$ cat src/rtl/lef_pkg.sv
// lef_pkg: shared widths, register and action codes, and beat types for the
// four-neighbour laplacian edge filter. No dependencies.
`timescale 1ns / 1ps

package lef_pkg;

  localparam int PIX_W      = 8;
  localparam int COL_W      = 11;
  localparam int ROW_W      = 13;
  localparam int CFG_IDX_W  = 1;
  localparam int CFG_DATA_W = 13;

  localparam logic [CFG_IDX_W-1:0] REG_IMAGE_WIDTH  = 1'd0;
  localparam logic [CFG_IDX_W-1:0] REG_IMAGE_HEIGHT = 1'd1;

  localparam logic ACT_PUSH  = 1'b0;
  localparam logic ACT_DRAIN = 1'b1;

  localparam logic [COL_W-1:0] WIDTH_RESET  = 11'd640;
  localparam logic [ROW_W-1:0] HEIGHT_RESET = 13'd480;

  // signed working width of the kernel sum, range -1020..1020
  localparam int SUM_W = 12;
  localparam logic [SUM_W-1:0] SAT_LIMIT = 12'd255;

  localparam int QUEUE_DEPTH = 3;
  localparam int QCNT_W      = 2;

  typedef struct packed {
    logic             action;
    logic [PIX_W-1:0] pixel;
  } lef_in_t;

  typedef struct packed {
    logic [PIX_W-1:0] edge_value;
    logic             last_of_frame;
  } lef_out_t;

  // one beat in the compute stage, with its memory read already in flight
  typedef struct packed {
    logic             valid;
    logic             drain;
    logic             has_result;
    logic             last;
    logic [COL_W-1:0] col;
    logic [PIX_W-1:0] pixel;
    logic             use_upper;
    logic             use_left;
    logic             use_right;
    logic             fwd_centre;
    logic             fwd_right;
  } lef_stage_t;

endpackage

$ cat src/rtl/lef_out_queue.sv
// lef_out_queue: three-entry result queue that decouples the output
// handshake from input acceptance. Depends on lef_pkg.
`timescale 1ns / 1ps

module lef_out_queue (
  input  logic                       clk,
  input  logic                       rst,
  input  logic                       push,
  input  lef_pkg::lef_out_t          push_data,
  output logic                       out_valid,
  input  logic                       out_ready,
  output lef_pkg::lef_out_t          out_data,
  output logic [lef_pkg::QCNT_W-1:0] count
);

  localparam int QCNT_W = lef_pkg::QCNT_W;
  localparam logic [QCNT_W-1:0] LAST_SLOT = QCNT_W'(lef_pkg::QUEUE_DEPTH - 1);

  lef_pkg::lef_out_t slot [lef_pkg::QUEUE_DEPTH];
  logic [QCNT_W-1:0] head;
  logic [QCNT_W-1:0] tail;
  logic              pop;

  assign out_valid = count != '0;
  assign out_data  = slot[head];
  assign pop       = out_valid && out_ready;

  always_ff @(posedge clk) begin
    if (push) begin
      slot[tail] <= push_data;
    end
  end

  always_ff @(posedge clk) begin
    if (rst) begin
      head  <= '0;
      tail  <= '0;
      count <= '0;
    end else begin
      if (push) begin
        tail <= (tail == LAST_SLOT) ? '0 : tail + QCNT_W'(1);
      end
      if (pop) begin
        head <= (head == LAST_SLOT) ? '0 : head + QCNT_W'(1);
      end
      if (push && !pop) begin
        count <= count + QCNT_W'(1);
      end else if (pop && !push) begin
        count <= count - QCNT_W'(1);
      end
    end
  end

  a_no_overflow: assert property (@(posedge clk) disable iff (rst)
    (push && !pop) |-> (count != QCNT_W'(lef_pkg::QUEUE_DEPTH)))
    else $error("result beat written into a full queue");

endmodule

$ cat config.mk
export PLATFORM = sky130hd
export DESIGN_NAME = lef_out_queue
export DESIGN_NICKNAME = d
export VERILOG_FILES = /design/src/rtl/lef_pkg.sv /design/src/rtl/lef_out_queue.sv
export SDC_FILE = /design/constraint.sdc
export NUM_CORES = 1
export LEC_CHECK = 0
export BUFFER_PORTS_ARGS = -buffer_cell sky130_fd_sc_hd__buf_2
export CAP_MARGIN = 20
export CORE_UTILIZATION = 47
export DETAILED_ROUTE_END_ITERATION = 12
export GPL_TIMING_DRIVEN = 0
export PLACE_DENSITY_LB_ADDON = 0.2
export SLEW_MARGIN = 20
export SYNTH_ARGS = -nofsm -noshare
export SYNTH_HDL_FRONTEND = slang
export SYNTH_SLANG_ARGS = --single-unit
$ cat constraint.sdc
create_clock -name clk -period 1.7 [get_ports clk]
set_clock_uncertainty 0.1 [all_clocks]
set_input_delay 0.34 -clock clk [delete_from_list [all_inputs] [get_ports clk]]
set_output_delay 0.34 -clock clk [all_outputs]
set_load 0.05 [all_outputs]
==> results.yml <==
critical_path:
  criticalPathCategory: "reg2out"
  worstPathRequired_ns: 1.26
  endpoint_kind: "output port"
  worstRegToRegCells: 2
  startpoint_type: "flip-flop"
  path_max_fanout: 5
  cp.arrival_ns: 1.30
global_routing:
  grt_usage_pct: 17.6
  grt_overflow: 0
  grt_pass1_wl_um: 3370
  grt_pass1_vias: 765
  antenna_found_initial: 0
  grt_max_degree: 11
synth:
  synth-warning-count: 0
  synth_common_cells: "edfxtp_1 (27), nand2_1 (12), mux2i_1 (9), o21ai_0 (9), dfxtp_1 (8)"
  yosys.cell_types.count: 22
  synth-async-reset-ratio_pct: 0
  seq_area_frac_synth_pct: 74.4
  netlist_area_mm2: 0.00131
  synth_area_leader_cell: "edfxtp_1"
  avgSynthCellArea_um2: 14.7
  syn_inst: 89
  synth_nets: 103
  synth_most_common_cell: "edfxtp_1"
  yosys.area.top_type_share_pct: 62.1
  synthFlopType: "edfxtp_1"
  synth-edff-count: 27
  yosys_register_bits: 35
  netlist_top_cells_area: "edfxtp_1 (62%), dfxtp_1 (12%), mux2i_1 (6.9%)"
cts:
  cts_sinks: 35
  clk_latency_ns: 0.32
  cts_tree: "done"
  root_buffer: "clkbuf_4"
  htree_levels: 2
  hold_buffers: 0
  clock_path_buffers: 2
  cts_buffers: 5
  path_clk_slew_ns: 0.10
sta:
  max_freq_mhz: 574
  finalHoldViolations: 0
  period_needed_ns: 1.74
  slew_violations: 0
  tns_ns: -0.134
  fin_ws_ns: -0.0435
  min_period_over_period_pct: 103
  finalSetupViolCount: 6
  rsz0062_at_grt: "true"
  whs_ns: 0.109
  worst_pin_slew_ns: 0.824
  relSlewSlack_pct: 44.8
worst_hold_path:
  min_path_type: "in2reg"
  holdPathStages: 1
final_layout:
  final_cells: 154
  antenna_cells: 0
  drive_gt1_share_pct: 37.9
  finalNetCount: 137
  synthToLayoutAreaGrowth_pct: 25.2
floorplanning:
  die_area_mm2: 0.00299
  die_h_um: 54.7
  core_mm2: 0.00254
  rows: 18
  start_util_pct: 51.3
  die_w_um: 54.7
  ios: 25
detailed_routing:
  wire_per_inst_um: 14.5
  vias: 797
  drtIter0Drc: 8
  drt_wl_total_um: 2230
  antenna_left: 0
  drt_first_pass_iters: 4
  drc_errors: 0
  vias_per_cell: 5.18
placed_design:
  io_buffers: 24
  placedCellCount: 143
  gp_congestion: 0.697
pwr:
  vdd_drop_max_v: 0.000973
  p_per_area_mw_per_mm2: 1470
  p_leak_nw: 0.603
run_status:
  status: "finished with violations"
  failed_checks: "setup timing"
flow_run:
  cap_viol_max_count: 0
==> layer usage <==
layer	global-route usage [%]	up-vias	part of all wire, %
met5	0	-	0
met4	7.26	0	0.63
met3	8.61	4	5.6
met2	27.9	21	51
met1	20.0	378	43
li1	-	394	-
==> power by group <==
group | total [W] | switching [W] | leakage, nW | internal (W)
Combinational | 0.000933 | 0.000597 | 0.258 | 0.000336
Clock | 0.000405 | 0.000252 | 0.0273 | 0.000153
Sequential | 0.00107 | 0.0000606 | 0.317 | 0.00101
==> metrics by stage <==
| step | util, % | setup WS (ns) | area, µm² | total power (W) |
|---|---|---|---|---|
| CTS | 63.9 | -0.0282 | 1630 | 0.00241 |
| floorplan | - | -0.0652 | 1320 | 0.00171 |
| finish | 64.2 | -0.0435 | 1630 | 0.00241 |
| global route | 64.2 | -0.100 | 1630 | 0.00252 |
| detailed placement | 58.1 | -0.190 | 1480 | 0.00188 |
| global placement | 57.9 | -0.459 | 1470 | 0.00186 |
==> cells in the final DEF, fill, tap and decap left out <==
| cell | synthesis | layout |
|---|---|---|
| buf_4 | 0 | 3 |
| nor2b_1 | 1 | 1 |
| o21ai_2 | 1 | 3 |
| buf_2 | 2 | 15 |
| dfxtp_4 | 0 | 1 |
| mux2i_1 | 9 | 8 |
| or3_1 | 2 | 2 |
| and3b_1 | 1 | 1 |
| nor3_2 | 0 | 1 |
| buf_6 | 0 | 12 |
| dfxtp_2 | 0 | 3 |
| or3b_1 | 1 | 1 |
| clkinv_1 | 0 | 2 |
| or2_2 | 1 | 1 |
| o21ai_0 | 9 | 1 |
| ha_1 | 1 | 1 |
| inv_1 | 1 | 1 |
| nor2_1 | 3 | 3 |
| nand2_1 | 12 | 12 |
| a21oi_2 | 1 | 1 |
| clkbuf_1 | 1 | 1 |
| xor2_1 | 2 | 2 |
| a21oi_1 | 3 | 3 |
| dfxtp_1 | 8 | 4 |
| edfxtp_1 | 27 | 27 |
| o21ba_2 | 1 | 1 |
| clkbuf_4 | 0 | 5 |
| o21ai_1 | 1 | 7 |
| mux2i_2 | 0 | 1 |
==> kinds of logic after synthesis <==
| logic type | synth area share, % |
|---|---|
| simple gates | 7.96 |
| compound gates | 7.09 |
| flops | 74.4 |
| mux | 6.90 |
| fa+ha+maj | 0.959 |
| buf+inv | 1.34 |
| xor+xnor | 1.34 |
==> sequential cells by signal, indices dropped and copies added, names as in the netlist, named ones only <==
signal / count
tail: 2
count: 2
slot: 27
head: 2
==> area by class of cell <==
cell class / count / area, µm²
well taps: 30 / 37.5
repair buffers: 28 / 210
inverters: 1 / 3.75
flip-flops and latches: 35 / 978
fillers: 197 / 911
clock inverters: 2 / 7.51
plain buffers: 2 / 22.5
clock buffers: 6 / 41.3
multi-input cells: 50 / 333
==> final timing paths <==
path | startpoint | endpoint | slack, ns
max | flip-flop | out_data[5] | -0.04
min | push_data[5] | slot[2][5] | 0.11
max reg2reg | tail[1] | slot[2][1] | 0.15
min reg2reg | head[1] | flip-flop | 0.40
==> repair_timing <==
item | in CTS | in global routing
gates resized for setup | 26 | 2
cloned | 1 | 0
endpoints found under the setup margin | 9 | 9
pin swaps | 1 | 1
setup buffers | 3 | 0
==> critical path, cell delays in order, from the launching register on <==
cell and delay, ns:
dfxtp_2 0.37, buf_6 0.14, mux2i_1 0.22, o21ai_1 0.09, buf_6 0.15
(Power assumes the default switching activity.)
