$ cat config.mk
export PLATFORM = sky130hd
export DESIGN_NAME = lef_kernel
export DESIGN_NICKNAME = d
export VERILOG_FILES = /design/src/rtl/lef_pkg.sv /design/src/rtl/lef_kernel.sv
export SDC_FILE = /design/constraint.sdc
export NUM_CORES = 1
export LEC_CHECK = 0
export ABC_AREA = 1
export CAP_MARGIN = 40
export CORE_ASPECT_RATIO = 1.4
export CORE_MARGIN = 3
export CORE_UTILIZATION = 29
export CTS_CLUSTER_SIZE = 20
export DETAILED_ROUTE_END_ITERATION = 8
export DONT_BUFFER_PORTS = 1
export GPL_ROUTABILITY_DRIVEN = 0
export GPL_TIMING_DRIVEN = 0
export PLACE_DENSITY = 0.45
export SETUP_SLACK_MARGIN = 0.3
export SKIP_LAST_GASP = 1
export SLEW_MARGIN = 5
export SYNTH_ARGS = -nofsm -noshare
export SYNTH_HDL_FRONTEND = slang
export SYNTH_SLANG_ARGS = --single-unit
$ cat constraint.sdc
create_clock -name clk -period 6.59 [get_ports clk]
set_input_delay 1.318 -clock clk [delete_from_list [all_inputs] [get_ports clk]]
set_output_delay 1.318 -clock clk [all_outputs]
set_load 0.05 [all_outputs]
$ cat src/rtl/lef_pkg.sv
// lef_pkg: shared widths, register and action codes, and beat types for the
// four-neighbour laplacian edge filter. No dependencies.
`timescale 1ns / 1ps

package lef_pkg;

  localparam int PIX_W      = 8;
  localparam int COL_W      = 11;
  localparam int ROW_W      = 13;
  localparam int CFG_IDX_W  = 1;
  localparam int CFG_DATA_W = 13;

  localparam logic [CFG_IDX_W-1:0] REG_IMAGE_WIDTH  = 1'd0;
  localparam logic [CFG_IDX_W-1:0] REG_IMAGE_HEIGHT = 1'd1;

  localparam logic ACT_PUSH  = 1'b0;
  localparam logic ACT_DRAIN = 1'b1;

  localparam logic [COL_W-1:0] WIDTH_RESET  = 11'd640;
  localparam logic [ROW_W-1:0] HEIGHT_RESET = 13'd480;

  // signed working width of the kernel sum, range -1020..1020
  localparam int SUM_W = 12;
  localparam logic [SUM_W-1:0] SAT_LIMIT = 12'd255;

  localparam int QUEUE_DEPTH = 3;
  localparam int QCNT_W      = 2;

  typedef struct packed {
    logic             action;
    logic [PIX_W-1:0] pixel;
  } lef_in_t;

  typedef struct packed {
    logic [PIX_W-1:0] edge_value;
    logic             last_of_frame;
  } lef_out_t;

  // one beat in the compute stage, with its memory read already in flight
  typedef struct packed {
    logic             valid;
    logic             drain;
    logic             has_result;
    logic             last;
    logic [COL_W-1:0] col;
    logic [PIX_W-1:0] pixel;
    logic             use_upper;
    logic             use_left;
    logic             use_right;
    logic             fwd_centre;
    logic             fwd_right;
  } lef_stage_t;

endpackage

$ cat src/rtl/lef_kernel.sv
// lef_kernel: forwarding muxes, the four-neighbour sum, magnitude and
// saturation, and the write-back data for the line stores.
// Depends on lef_pkg.
`timescale 1ns / 1ps

module lef_kernel (
  input  logic                      clk,
  input  lef_pkg::lef_stage_t       stage,
  input  logic [lef_pkg::PIX_W-1:0] rd_centre,
  input  logic [lef_pkg::PIX_W-1:0] rd_right,
  input  logic [lef_pkg::PIX_W-1:0] rd_upper,
  output logic                      wr_en,
  output logic [lef_pkg::PIX_W-1:0] wr_centre_data,
  output logic [lef_pkg::PIX_W-1:0] wr_upper_data,
  output logic                      res_valid,
  output lef_pkg::lef_out_t         res_data
);

  localparam int PIX_W = lef_pkg::PIX_W;
  localparam int SUM_W = lef_pkg::SUM_W;

  // left_pix: last pushed pixel, or the centre of the last drain beat
  // prev_above: the value moved into the upper row by the last push
  logic [PIX_W-1:0] left_pix;
  logic [PIX_W-1:0] prev_above;

  logic [PIX_W-1:0] centre;
  logic [PIX_W-1:0] right;
  logic [PIX_W-1:0] upper;
  logic [PIX_W-1:0] self_term;
  logic [PIX_W-1:0] up_term;
  logic [PIX_W-1:0] left_term;
  logic [PIX_W-1:0] right_term;
  logic [SUM_W-1:0] pos_sum;
  logic [SUM_W-1:0] centre_x4;
  logic [SUM_W-1:0] diff;
  logic [SUM_W-1:0] mag;

  assign centre = stage.fwd_centre ? left_pix   : rd_centre;
  assign right  = stage.fwd_right  ? left_pix   : rd_right;
  assign upper  = stage.fwd_centre ? prev_above : rd_upper;

  always_comb begin
    self_term  = stage.drain ? '0 : stage.pixel;
    up_term    = stage.use_upper ? upper : '0;
    right_term = stage.use_right ? right : '0;
    if (!stage.use_left) begin
      left_term = '0;
    end else if (stage.drain) begin
      left_term = left_pix;
    end else begin
      left_term = prev_above;
    end
  end

  assign pos_sum   = SUM_W'(self_term) + SUM_W'(up_term) + SUM_W'(left_term)
                   + SUM_W'(right_term);
  assign centre_x4 = SUM_W'({centre, 2'b00});
  assign diff      = pos_sum - centre_x4;
  assign mag       = diff[SUM_W-1] ? (~diff + SUM_W'(1)) : diff;

  always_ff @(posedge clk) begin
    if (stage.valid) begin
      if (stage.drain) begin
        left_pix <= centre;
      end else begin
        left_pix   <= stage.pixel;
        prev_above <= centre;
      end
    end
  end

  assign wr_en          = stage.valid && !stage.drain;
  assign wr_centre_data = stage.pixel;
  assign wr_upper_data  = centre;

  assign res_valid              = stage.valid && stage.has_result;
  assign res_data.edge_value    = (mag > lef_pkg::SAT_LIMIT) ?
                                  lef_pkg::SAT_LIMIT[PIX_W-1:0] : mag[PIX_W-1:0];
  assign res_data.last_of_frame = stage.last;

endmodule

==> impl_metrics.json <==
{
  "worst_hold_slack_ns": 0.7690,
  "route.final.wire_length_um": 6669,
  "yosys.area.top_type": "edfxtp_1",
  "synth_seq_cells": 16,
  "cts_hold_buf": 0,
  "yosysUniqueCellTypes": 29,
  "die_x_um": 84.39,
  "clkLatencyLatePin_ns": 0.25,
  "antenna_found_initial": 0,
  "die_y_um": 115.7,
  "finalHoldViolations": 0,
  "critical_path_required_ns": 5.27,
  "synthCells": 341,
  "seq_area_frac_synth_pct": 19.26,
  "setup_viol_count_final": 0,
  "fin_crit_ns": 6.130,
  "synth_edf_count": 16,
  "swShare_pct": 58.35,
  "p_per_area_mw_per_mm2": 441.5,
  "num_io_pins": 80,
  "slew_violations": 0,
  "async_flop_share_pct": 0,
  "synth_top_area_share_pct": 19.26,
  "postRouteAntennaNets": 0,
  "hp-class": "register to register",
  "cp_cell_sequence": "buf_6, o21ai_2, nor2_2, fa_1, fa_1, fa_1, fa_2, inv_2, nand2_2, a21oi_2, nand3_2, nor3_2, nand2_1, nand2_1, nand2_2, nand2_8, nand3_4",
  "crit_top_cell": "fa_1",
  "grt_max_degree": 11,
  "finalSetupTns_ns": 0,
  "crit_buf_inv": 2,
  "synthesis.area_mm2": 0.002495,
  "max_slew_margin_pct": 63.54,
  "globalRouteTotalUtil_pct": 13.36,
  "yosysMostFrequentCell": "inv_1",
  "synth.area.top_cells": "edfxtp_1 19%, fa_1 18%, inv_1 9.3%, nand2_1 8.9%, ha_1 8.0%",
  "cap_violations": 0,
  "grt_pass1_vias": 2142,
  "fin_crit_sh_pct": 93.02,
  "crit_slowest_cell": "fa_1",
  "ctsRootBufferMaster": "clkbuf_16",
  "seqPwrFrac_pct": 9.3,
  "drt_iter0_markers": 41,
  "worst_pin_slew_ns": 0.5464,
  "syn_area_per_cell_um2": 7.316,
  "fp.coreArea_mm2": 0.008247,
  "grt_pass1_wl_um": 10390,
  "wire_per_inst_um": 14.75,
  "critPathArrivalTime_ns": 4.81,
  "utilization_pct": 36.53,
  "status": "finished clean",
  "start_util_pct": 30.25,
  "synth_common_cells": "62 x inv_1, 59 x nand2_1, 35 x o21ai_0, 33 x nor2_1, 24 x nand3_1",
  "clk_path_buf_depth": 2,
  "finalPower_mw": 1.330,
  "p_clk_share_pct": 9.1,
  "cts_tree": "done",
  "htree_num_levels": 1,
  "fmax_ghz": 0.1631,
  "cts.sinks": 16,
  "drive_above_1_share_pct": 22.86,
  "final_nets": 443,
  "cts_made_buffers": 3,
  "crit_family": "adder cells",
  "die_area_mm2": 0.009768,
  "clk_pin_slew_worst_paths_ns": 0.05,
  "rsz0062_at_grt": "yes",
  "p_int_mw": 0.5540,
  "rows": 39,
  "synth-main-ff-cell": "edfxtp_1",
  "syn_nets": 432,
  "end_kind": "primary output",
  "grt_overflow": 0,
  "cp-start-kind": "input port",
  "slowest_delay_ns": 0.61,
  "numPortBuffers": 0,
  "syn_to_final_growth_pct": 20.76,
  "switching_power_mw": 0.7762,
  "cp_max_fo": 10,
  "ir_drop_mv": 0.2831,
  "fin_skew_ns": 0.0004058,
  "leakage_nw": 1.367,
  "pwr-share-comb_pct": 81.7,
  "via_count": 2147,
  "dp_hpwl_um": 5608,
  "viasPerCell": 4.750,
  "first_pass_iters": 4,
  "drc_errors": 0,
  "yosys_warnings": 0,
  "n_antenna_cell": 0,
  "criticalPathCategory": "input port to primary output"
}
## cell type report
class	count	area [µm²]
plain buffers	15	107.6
clock buffers	3	75.07
fillers	877	5234
inverters	64	251.5
multi-input cells	246	1921
flip-flops and latches	16	480.5
well taps	102	127.6
repair buffers	5	45.04
repair inverters	1	5.005
## routing by layer
layer / global-route usage, % / vias to the layer above / share of wire, %
met1: 14.61 / 985 / 40
li1: - / 1100 / -
met4: 5.069 / 0 / 2.1
met2: 25.97 / 54 / 54
met5: 0 / - / 0
met3: 1.778 / 8 / 4.5
## cell families (layout without fill, tap and decap cells)
family                   Yosys count  after routing  share of synthesized area [%]
flip-flops                        16             16                          19.26
XOR/XNOR                           3              3                          1.053
buffers and inverters             79             88                          13.34
AO/OA/AOI/OAI                     66             66                          14.64
adder cells (fa/ha/maj)           38             38                          25.68
AND/OR/NAND/NOR                  139            139                          26.03
## per-stage QoR
step | instances | area [µm²] | worst slack (ns)
final | 452 | 3013 | 0.4599
after global routing | 452 | 3013 | 0.2678
after CTS | 448 | 2858 | 0.3160
after detailed placement | 444 | 2640 | -0.2107
after global placement | 443 | 2623 | -0.1971
after floorplan | 341 | 2495 | 0.3115
## sequential cells by signal (all words and copies together), names as in the netlist
name        cells
prev_above      8
left_pix        8
## worst register-to-register path, delay by kind of cell, from the launching register on
kind                   cells  cell delay [ns]
buffers and inverters      2             0.46
DFF                        1             0.35
AOI/OAI and AO/OA          1             0.14
and+or+nand+nor            1             0.05
## layout by cell type (no fill, tap or decap), types with 3 or more instances in the layout
cell type	count
clkbuf_16	3
o21a_1	3
nand3_1	17
o21ai_2	5
nand3_4	8
ha_4	3
fa_1	21
o21bai_1	7
inv_1	60
edfxtp_1	16
a21oi_1	17
o21ai_0	27
nand2_2	11
nand2_1	55
buf_4	13
nand3_2	4
nor2_2	7
nor2_1	27
ha_1	11
## worst paths after layout
path                    start            end  slack (ns)  depth (start not counted)
setup / recovery     stage[1]    res_data[2]        0.46                         17
hold / removal    left_pix[4]    left_pix[4]        0.77                          4
setup reg to reg  left_pix[7]  prev_above[7]        5.23                          4
hold reg to reg   left_pix[4]    left_pix[4]        0.77                          4
## power groups by stage
stage	Combinational (mW)	Sequential [mW]	Clock, mW
after detailed placement	0.885	0.125	0
after global routing	1.21	0.123	0.128
after global placement	0.875	0.125	0
after CTS	1.02	0.123	0.125
final	1.09	0.123	0.121
after floorplan	0.760	0.124	0
## timing repair
item / 4_1_cts / 5_1_grt
gates cloned: 0 / 1
setup buffers: 1 / 3
endpoints found under the setup margin: 8 / 8
resized for setup: 37 / 34
pin swaps: 8 / 19
No activity file was read; power rests on OpenSTA's default activity.
