===== config.mk =====
export PLATFORM = sky130hd
export DESIGN_NAME = lef_seq
export DESIGN_NICKNAME = d
export VERILOG_FILES = /design/src/rtl/lef_pkg.sv /design/src/rtl/lef_seq.sv
export SDC_FILE = /design/constraint.sdc
export NUM_CORES = 1
export LEC_CHECK = 0
export BUFFER_PORTS_ARGS = -buffer_cell sky130_fd_sc_hd__buf_2
export CORE_AREA = 10 10 144 146
export DETAILED_ROUTE_END_ITERATION = 10
export DIE_AREA = 0 0 154 156
export PLACE_DENSITY_LB_ADDON = 0.2
export SYNTH_ARGS = -nofsm -noshare
export SYNTH_HDL_FRONTEND = slang
export SYNTH_SLANG_ARGS = --single-unit

===== constraint.sdc =====
create_clock -name clk -period 7.91 [get_ports clk]
set_input_delay 1.1865 -clock clk [delete_from_list [all_inputs] [get_ports clk]]
set_output_delay 1.1865 -clock clk [all_outputs]
set_load 0.005 [all_outputs]

===== src/rtl/lef_pkg.sv =====
// lef_pkg: shared widths, register and action codes, and beat types for the
// four-neighbour laplacian edge filter. No dependencies.
`timescale 1ns / 1ps

package lef_pkg;

  localparam int PIX_W      = 8;
  localparam int COL_W      = 11;
  localparam int ROW_W      = 13;
  localparam int CFG_IDX_W  = 1;
  localparam int CFG_DATA_W = 13;

  localparam logic [CFG_IDX_W-1:0] REG_IMAGE_WIDTH  = 1'd0;
  localparam logic [CFG_IDX_W-1:0] REG_IMAGE_HEIGHT = 1'd1;

  localparam logic ACT_PUSH  = 1'b0;
  localparam logic ACT_DRAIN = 1'b1;

  localparam logic [COL_W-1:0] WIDTH_RESET  = 11'd640;
  localparam logic [ROW_W-1:0] HEIGHT_RESET = 13'd480;

  // signed working width of the kernel sum, range -1020..1020
  localparam int SUM_W = 12;
  localparam logic [SUM_W-1:0] SAT_LIMIT = 12'd255;

  localparam int QUEUE_DEPTH = 3;
  localparam int QCNT_W      = 2;

  typedef struct packed {
    logic             action;
    logic [PIX_W-1:0] pixel;
  } lef_in_t;

  typedef struct packed {
    logic [PIX_W-1:0] edge_value;
    logic             last_of_frame;
  } lef_out_t;

  // one beat in the compute stage, with its memory read already in flight
  typedef struct packed {
    logic             valid;
    logic             drain;
    logic             has_result;
    logic             last;
    logic [COL_W-1:0] col;
    logic [PIX_W-1:0] pixel;
    logic             use_upper;
    logic             use_left;
    logic             use_right;
    logic             fwd_centre;
    logic             fwd_right;
  } lef_stage_t;

endpackage


===== src/rtl/lef_seq.sv =====
// lef_seq: configuration registers, raster position counters, beat decode and
// read issue into the line stores, with forwarding flags for back-to-back beats.
// Depends on lef_pkg.
`timescale 1ns / 1ps

module lef_seq #(
  parameter int MAX_WIDTH = 1024
) (
  input  logic                          clk,
  input  logic                          rst,
  input  logic                          cfg_valid,
  output logic                          cfg_ready,
  input  logic [lef_pkg::CFG_IDX_W-1:0] cfg_index,
  input  logic [lef_pkg::CFG_DATA_W-1:0] cfg_data,
  input  logic                          in_valid,
  output logic                          in_ready,
  input  lef_pkg::lef_in_t              in_data,
  input  logic [lef_pkg::QCNT_W-1:0]    q_count,
  output lef_pkg::lef_stage_t           stage,
  output logic [$clog2(MAX_WIDTH)-1:0]  rd_centre_addr,
  output logic [$clog2(MAX_WIDTH)-1:0]  rd_right_addr
);

  localparam int ADDR_W = $clog2(MAX_WIDTH);
  localparam int COL_W  = lef_pkg::COL_W;
  localparam int ROW_W  = lef_pkg::ROW_W;

  logic [COL_W-1:0] image_width;
  logic [ROW_W-1:0] image_height;
  logic [COL_W-1:0] eff_w;
  logic [ROW_W-1:0] eff_h;

  logic [COL_W-1:0] input_column, input_column_next;
  logic [ROW_W-1:0] input_row, input_row_next;
  logic [COL_W-1:0] output_column, output_column_next;

  logic             accept;
  logic             drain_state;
  logic             do_push;
  logic             do_drain;
  logic             at_end;
  logic             wr_live;
  logic [COL_W-1:0] col_sel;
  logic [COL_W:0]   col_inc;
  logic [lef_pkg::QCNT_W:0] credit_used;
  lef_pkg::lef_stage_t stage_next;

  assign cfg_ready = 1'b1;

  always_ff @(posedge clk) begin
    if (rst) begin
      image_width  <= lef_pkg::WIDTH_RESET;
      image_height <= lef_pkg::HEIGHT_RESET;
    end else if (cfg_valid && cfg_ready) begin
      unique case (cfg_index)
        lef_pkg::REG_IMAGE_WIDTH:  image_width  <= cfg_data[COL_W-1:0];
        lef_pkg::REG_IMAGE_HEIGHT: image_height <= cfg_data[ROW_W-1:0];
      endcase
    end
  end

  always_comb begin
    if (image_width == '0) begin
      eff_w = COL_W'(1);
    end else if (32'(image_width) > MAX_WIDTH) begin
      eff_w = COL_W'(MAX_WIDTH);
    end else begin
      eff_w = image_width;
    end
    eff_h = (image_height == '0) ? ROW_W'(1) : image_height;
  end

  // the output queue holds three beats, so ready never looks at out_ready
  assign credit_used = {1'b0, q_count} + {{lef_pkg::QCNT_W{1'b0}}, stage.valid};
  assign in_ready    = credit_used < (lef_pkg::QCNT_W + 1)'(lef_pkg::QUEUE_DEPTH);

  assign accept      = in_valid && in_ready;
  assign drain_state = input_row >= eff_h;
  assign do_push     = accept && !drain_state && (in_data.action == lef_pkg::ACT_PUSH);
  assign do_drain    = accept && drain_state && (in_data.action == lef_pkg::ACT_DRAIN);
  assign col_sel     = drain_state ? output_column : input_column;
  assign col_inc     = {1'b0, col_sel} + (COL_W + 1)'(1);
  assign at_end      = col_inc >= {1'b0, eff_w};

  always_comb begin
    input_column_next  = input_column;
    input_row_next     = input_row;
    output_column_next = output_column;
    if (do_drain) begin
      if (at_end) begin
        input_column_next  = '0;
        input_row_next     = '0;
        output_column_next = '0;
      end else begin
        output_column_next = col_inc[COL_W-1:0];
      end
    end
    if (do_push) begin
      if (at_end) begin
        input_column_next = '0;
        input_row_next    = input_row + ROW_W'(1);
      end else begin
        input_column_next = col_inc[COL_W-1:0];
      end
      output_column_next = (input_row_next >= eff_h) ? '0 : input_column_next;
    end
  end

  always_ff @(posedge clk) begin
    if (rst) begin
      input_column  <= '0;
      input_row     <= '0;
      output_column <= '0;
    end else begin
      input_column  <= input_column_next;
      input_row     <= input_row_next;
      output_column <= output_column_next;
    end
  end

  // a push in the stage writes its column at the edge this beat reads
  assign wr_live = stage.valid && !stage.drain;

  always_comb begin
    stage_next.valid      = do_push || do_drain;
    stage_next.drain      = do_drain;
    stage_next.has_result = do_drain || (do_push && (input_row != '0));
    stage_next.last       = do_drain && at_end;
    stage_next.col        = col_sel;
    stage_next.pixel      = in_data.pixel;
    stage_next.use_upper  = drain_state ? (eff_h > ROW_W'(1)) : (input_row > ROW_W'(1));
    stage_next.use_left   = col_sel != '0;
    stage_next.use_right  = !at_end;
    stage_next.fwd_centre = wr_live && (stage.col == col_sel);
    stage_next.fwd_right  = wr_live && ({1'b0, stage.col} == col_inc);
  end

  always_ff @(posedge clk) begin
    if (rst) begin
      stage <= '0;
    end else begin
      stage <= stage_next;
    end
  end

  assign rd_centre_addr = ADDR_W'(col_sel);
  assign rd_right_addr  = ADDR_W'(col_inc);

  a_frame_end_clears: assert property (@(posedge clk) disable iff (rst)
    (do_drain && at_end) |=>
      (input_row == '0 && input_column == '0 && output_column == '0))
    else $error("counters not cleared after the final drain beat");

  a_fwd_after_push: assert property (@(posedge clk) disable iff (rst)
    (stage.valid && (stage.fwd_centre || stage.fwd_right)) |->
      $past(stage.valid && !stage.drain))
    else $error("forwarding without a push in the previous cycle");

  a_column_in_store: assert property (@(posedge clk) disable iff (rst)
    (32'(input_column) < MAX_WIDTH) && (32'(output_column) < MAX_WIDTH))
    else $error("column counter beyond line store depth");

endmodule


==> results by group <==
Outcome
  • Status: finished clean

Placed design
  • Hpwl dp: 12.4 mm
  • PortBufs: 77
  • Final GP Congestion: 0.867

Pwr
  • Power Internal: 730 µW
  • Comb pwr share: 9.2%
  • Clk network pwr share: a little over two fifths
  • PwrDens: 158 nW/µm²
  • Sw Share: 25.3%
  • Flop pwr share: 46.9%
  • Worst-case vdd ir drop: 94.8 µV
  • Total power: around 980 µW
  • Leakage: 2.88 nW
  • Sw Pwr: between 200 and 250 µW

GRT
  • Met2 Resource Use GR: 21.8%
  • Met3 Track Usage GR: 3.17%
  • First-pass GRT wire length: 25.7 mm
  • Gr busiest metal: met2
  • Initial antenna violation count: 0
  • Number of global-route vias before repair: 4755
  • GRT overflow: 0
  • Met1 usage: between 15 and 20%
  • GRT Resource Usage Total: 13.1%
  • Largest net degree at the start of global routing: 67

Timing
  • Period Utilization, post-route: 93.4%
  • Final hold vios: 0
  • Setup Skew: approximately 0.0066 ns
  • Relative slew slack: 27.5%
  • Max-slew violations: 0
  • Finish-stage setup viols: 0
  • Fin crit period: roughly 7.4 ns
  • RSZ-0062 raised after global routing: false
  • Highest clock rate: 135 MHz
  • Slew @ Worst Pin: roughly 1.1 ns
  • TNS Setup: 0 ns

Cells and area
  • Area delta synth->final: 17.7%
  • Commonest non-fill, non-tap cells in the layout: nand2_1, dfxtp_1, buf_2
  • Antenna Cells: 0
  • Fraction of layout cells with a size suffix above 1: 18.6%
  • Commonest non-fill, non-tap cell in the layout: nand2_1
  • Nets: 777

Worst setup path
  • Crit-path most repeated cell: ha_1
  • Critical path's largest stage delay: 0.63 ns
  • WP data arrival: 7.67 ns
  • Worst-path fanout max: 12
  • Crit path kind: flip-flop to flip-flop
  • Crit start category: flip-flop
  • Crit path capture type: flip-flop
  • CP max-delay cell: or4b_2
  • Worst endpoint required time: 8.19 ns

Floorplanning
  • Initial Utilization: 29.6%
  • Full die area: around 24000 µm²
  • Die height: roughly 160 µm
  • Core area: 17800 µm²
  • IO Pins: between 70 and 80
  • Chip width: 154 µm
  • Row cnt: 49

Detailed routing
  • Vias per std cell: 5.09
  • Routed wire length: 15.9 mm
  • DRC viols: 0
  • Routed vias: 4783
  • Antenna Nets Post-Route: 0
  • Wirelength per Cell: 16.9 µm
  • Detailed Routing Iterations Pass 1: 5
  • DR iter-0 viols: around 300

Clock network
  • H-tree depth: 3
  • Bufs on Longest Clock Path: 2
  • Worst skew pair latency: 0.35 ns
  • CTS clock-pin slew for the worst setup and hold paths: 0.06 ns
  • CTS buffer count: 9
  • Clock root cell: clkbuf_16
  • Sink Count: 87
  • CTS Hold Buffers Added: 0
  • CTS tree: built

Synthesis
  • Syn avg cell area: roughly 8.3 µm²
  • Sequential element share of the synthesized area: roughly 33%
  • Synthesized area: 5270 µm²
  • Ys Warns: 0
  • Number of synthesized flops with an enable pin: 0
  • Synthesized instance count: 638
  • Syn nets: 710
  • Top FF cell, synth: dfxtp_1
  • FFs w/ async S/R, synth: 0%
  • Number of synthesized register bits: 87
  • Distinct cells, synth: 60

Worst hold path
  • Min-Delay Path Class: flip-flop to flip-flop

Flow run
  • Max_cap viols: 0
worst max-delay path: cells and delay by family (launching register included):
family	cells	cell delay, ns
flops	1	0.33
simple gates	10	2.06
mux	2	0.49
xor+xnor	2	0.45
compound gates	14	2.54
buf+inv	2	0.33
fa+ha+maj	4	1.11
state kept, by name (all words and copies together), names as in the netlist:
signal and flops:
input_column 11, input_row 13, image_height 13, stage 28
image_width 11, output_column 11
per-stage QoR:
stage	instances	setup WS [ns]	utilization, %	cell area (µm²)	hold slack, ns
after floorplan	638	0.472	-	5270	0.431
after global placement	922	0.478	32.9	5870	0.461
after detailed placement	922	0.277	32.9	5870	0.478
after CTS	938	0.251	34.6	6170	0.487
after global routing	939	0.0211	34.8	6200	0.500
final	939	0.524	34.8	6200	0.482
synth_stat cells, drive strengths merged, types with 3 or more instances:
master | n | area [µm²]
o21ai | 11 | 55.1
or3 | 5 | 31.3
nand2 | 89 | 334
nand3 | 26 | 130
a21oi | 36 | 184
mux2i | 15 | 179
a22oi | 11 | 82.6
and3 | 12 | 75.1
nor3 | 8 | 40.0
and2 | 6 | 37.5
nor2 | 57 | 214
nand2b | 4 | 25.0
ha | 43 | 538
inv | 32 | 120
clkbuf | 17 | 63.8
nand4 | 14 | 87.6
a221oi | 3 | 38.8
xor2 | 25 | 219
o21bai | 5 | 37.5
nor2b | 11 | 68.8
dfxtp | 87 | 1740
nand3b | 7 | 52.6
xnor2 | 18 | 158
nor4 | 12 | 75.1
a221o | 5 | 50.1
or4 | 4 | 30.0
o211ai | 6 | 45.0
a21o | 5 | 37.5
a31oi | 5 | 31.3
buf | 21 | 146
a22o | 12 | 105
kinds of logic (layout without fill, tap and decap cells):
logic type	after synthesis	after routing	synth area share (%)
compound gates	117	117	15.9
xor+xnor	43	43	7.14
fa+ha+maj	43	43	10.2
buf+inv	70	142	6.26
flops	87	87	33.0
mux	17	17	3.82
other cells	1	1	0.0711
simple gates	260	260	23.6
area by class of cell:
class	count	area, µm²
inverter	32	120
fill	1854	11600
clock buffer	10	229
sequential	87	1740
clock inverter	6	70.1
timing repair buffer	94	513
tap	229	287
multi-input combinational	481	3240
power groups by stage:
stage	clock network [mW]	registers (mW)	logic, mW
finish	0.430	0.458	0.0899
global route	0.460	0.460	0.103
CTS	0.444	0.459	0.0903
detailed placement	0	0.469	0.0899
global placement	0	0.468	0.0886
floorplan	0	0.466	0.0578
routing by layer:
metal | vias to the layer above | routed length, µm
met5 | - | 0
met4 | 0 | 265
met3 | 19 | 760
met2 | 114 | 7610
met1 | 2270 | 7230
li1 | 2380 | -
path summary, 6_finish.rpt:
path | startpoint | endpoint | slack, ns | depth (start not counted)
worst max-delay path | image_height[3] | output_column[4] | 0.52 | 34
worst min-delay path | image_width[2] | image_width[2] | 0.48 | 2
worst max register to register | image_height[3] | output_column[4] | 0.52 | 34
worst min register to register | image_width[2] | image_width[2] | 0.48 | 2
what timing repair did:
action	CTS	global route
endpoints found under the setup margin	0	11
gates resized for setup	0	8
setup buffers	0	1
No activity file was read; power rests on OpenSTA's default activity.
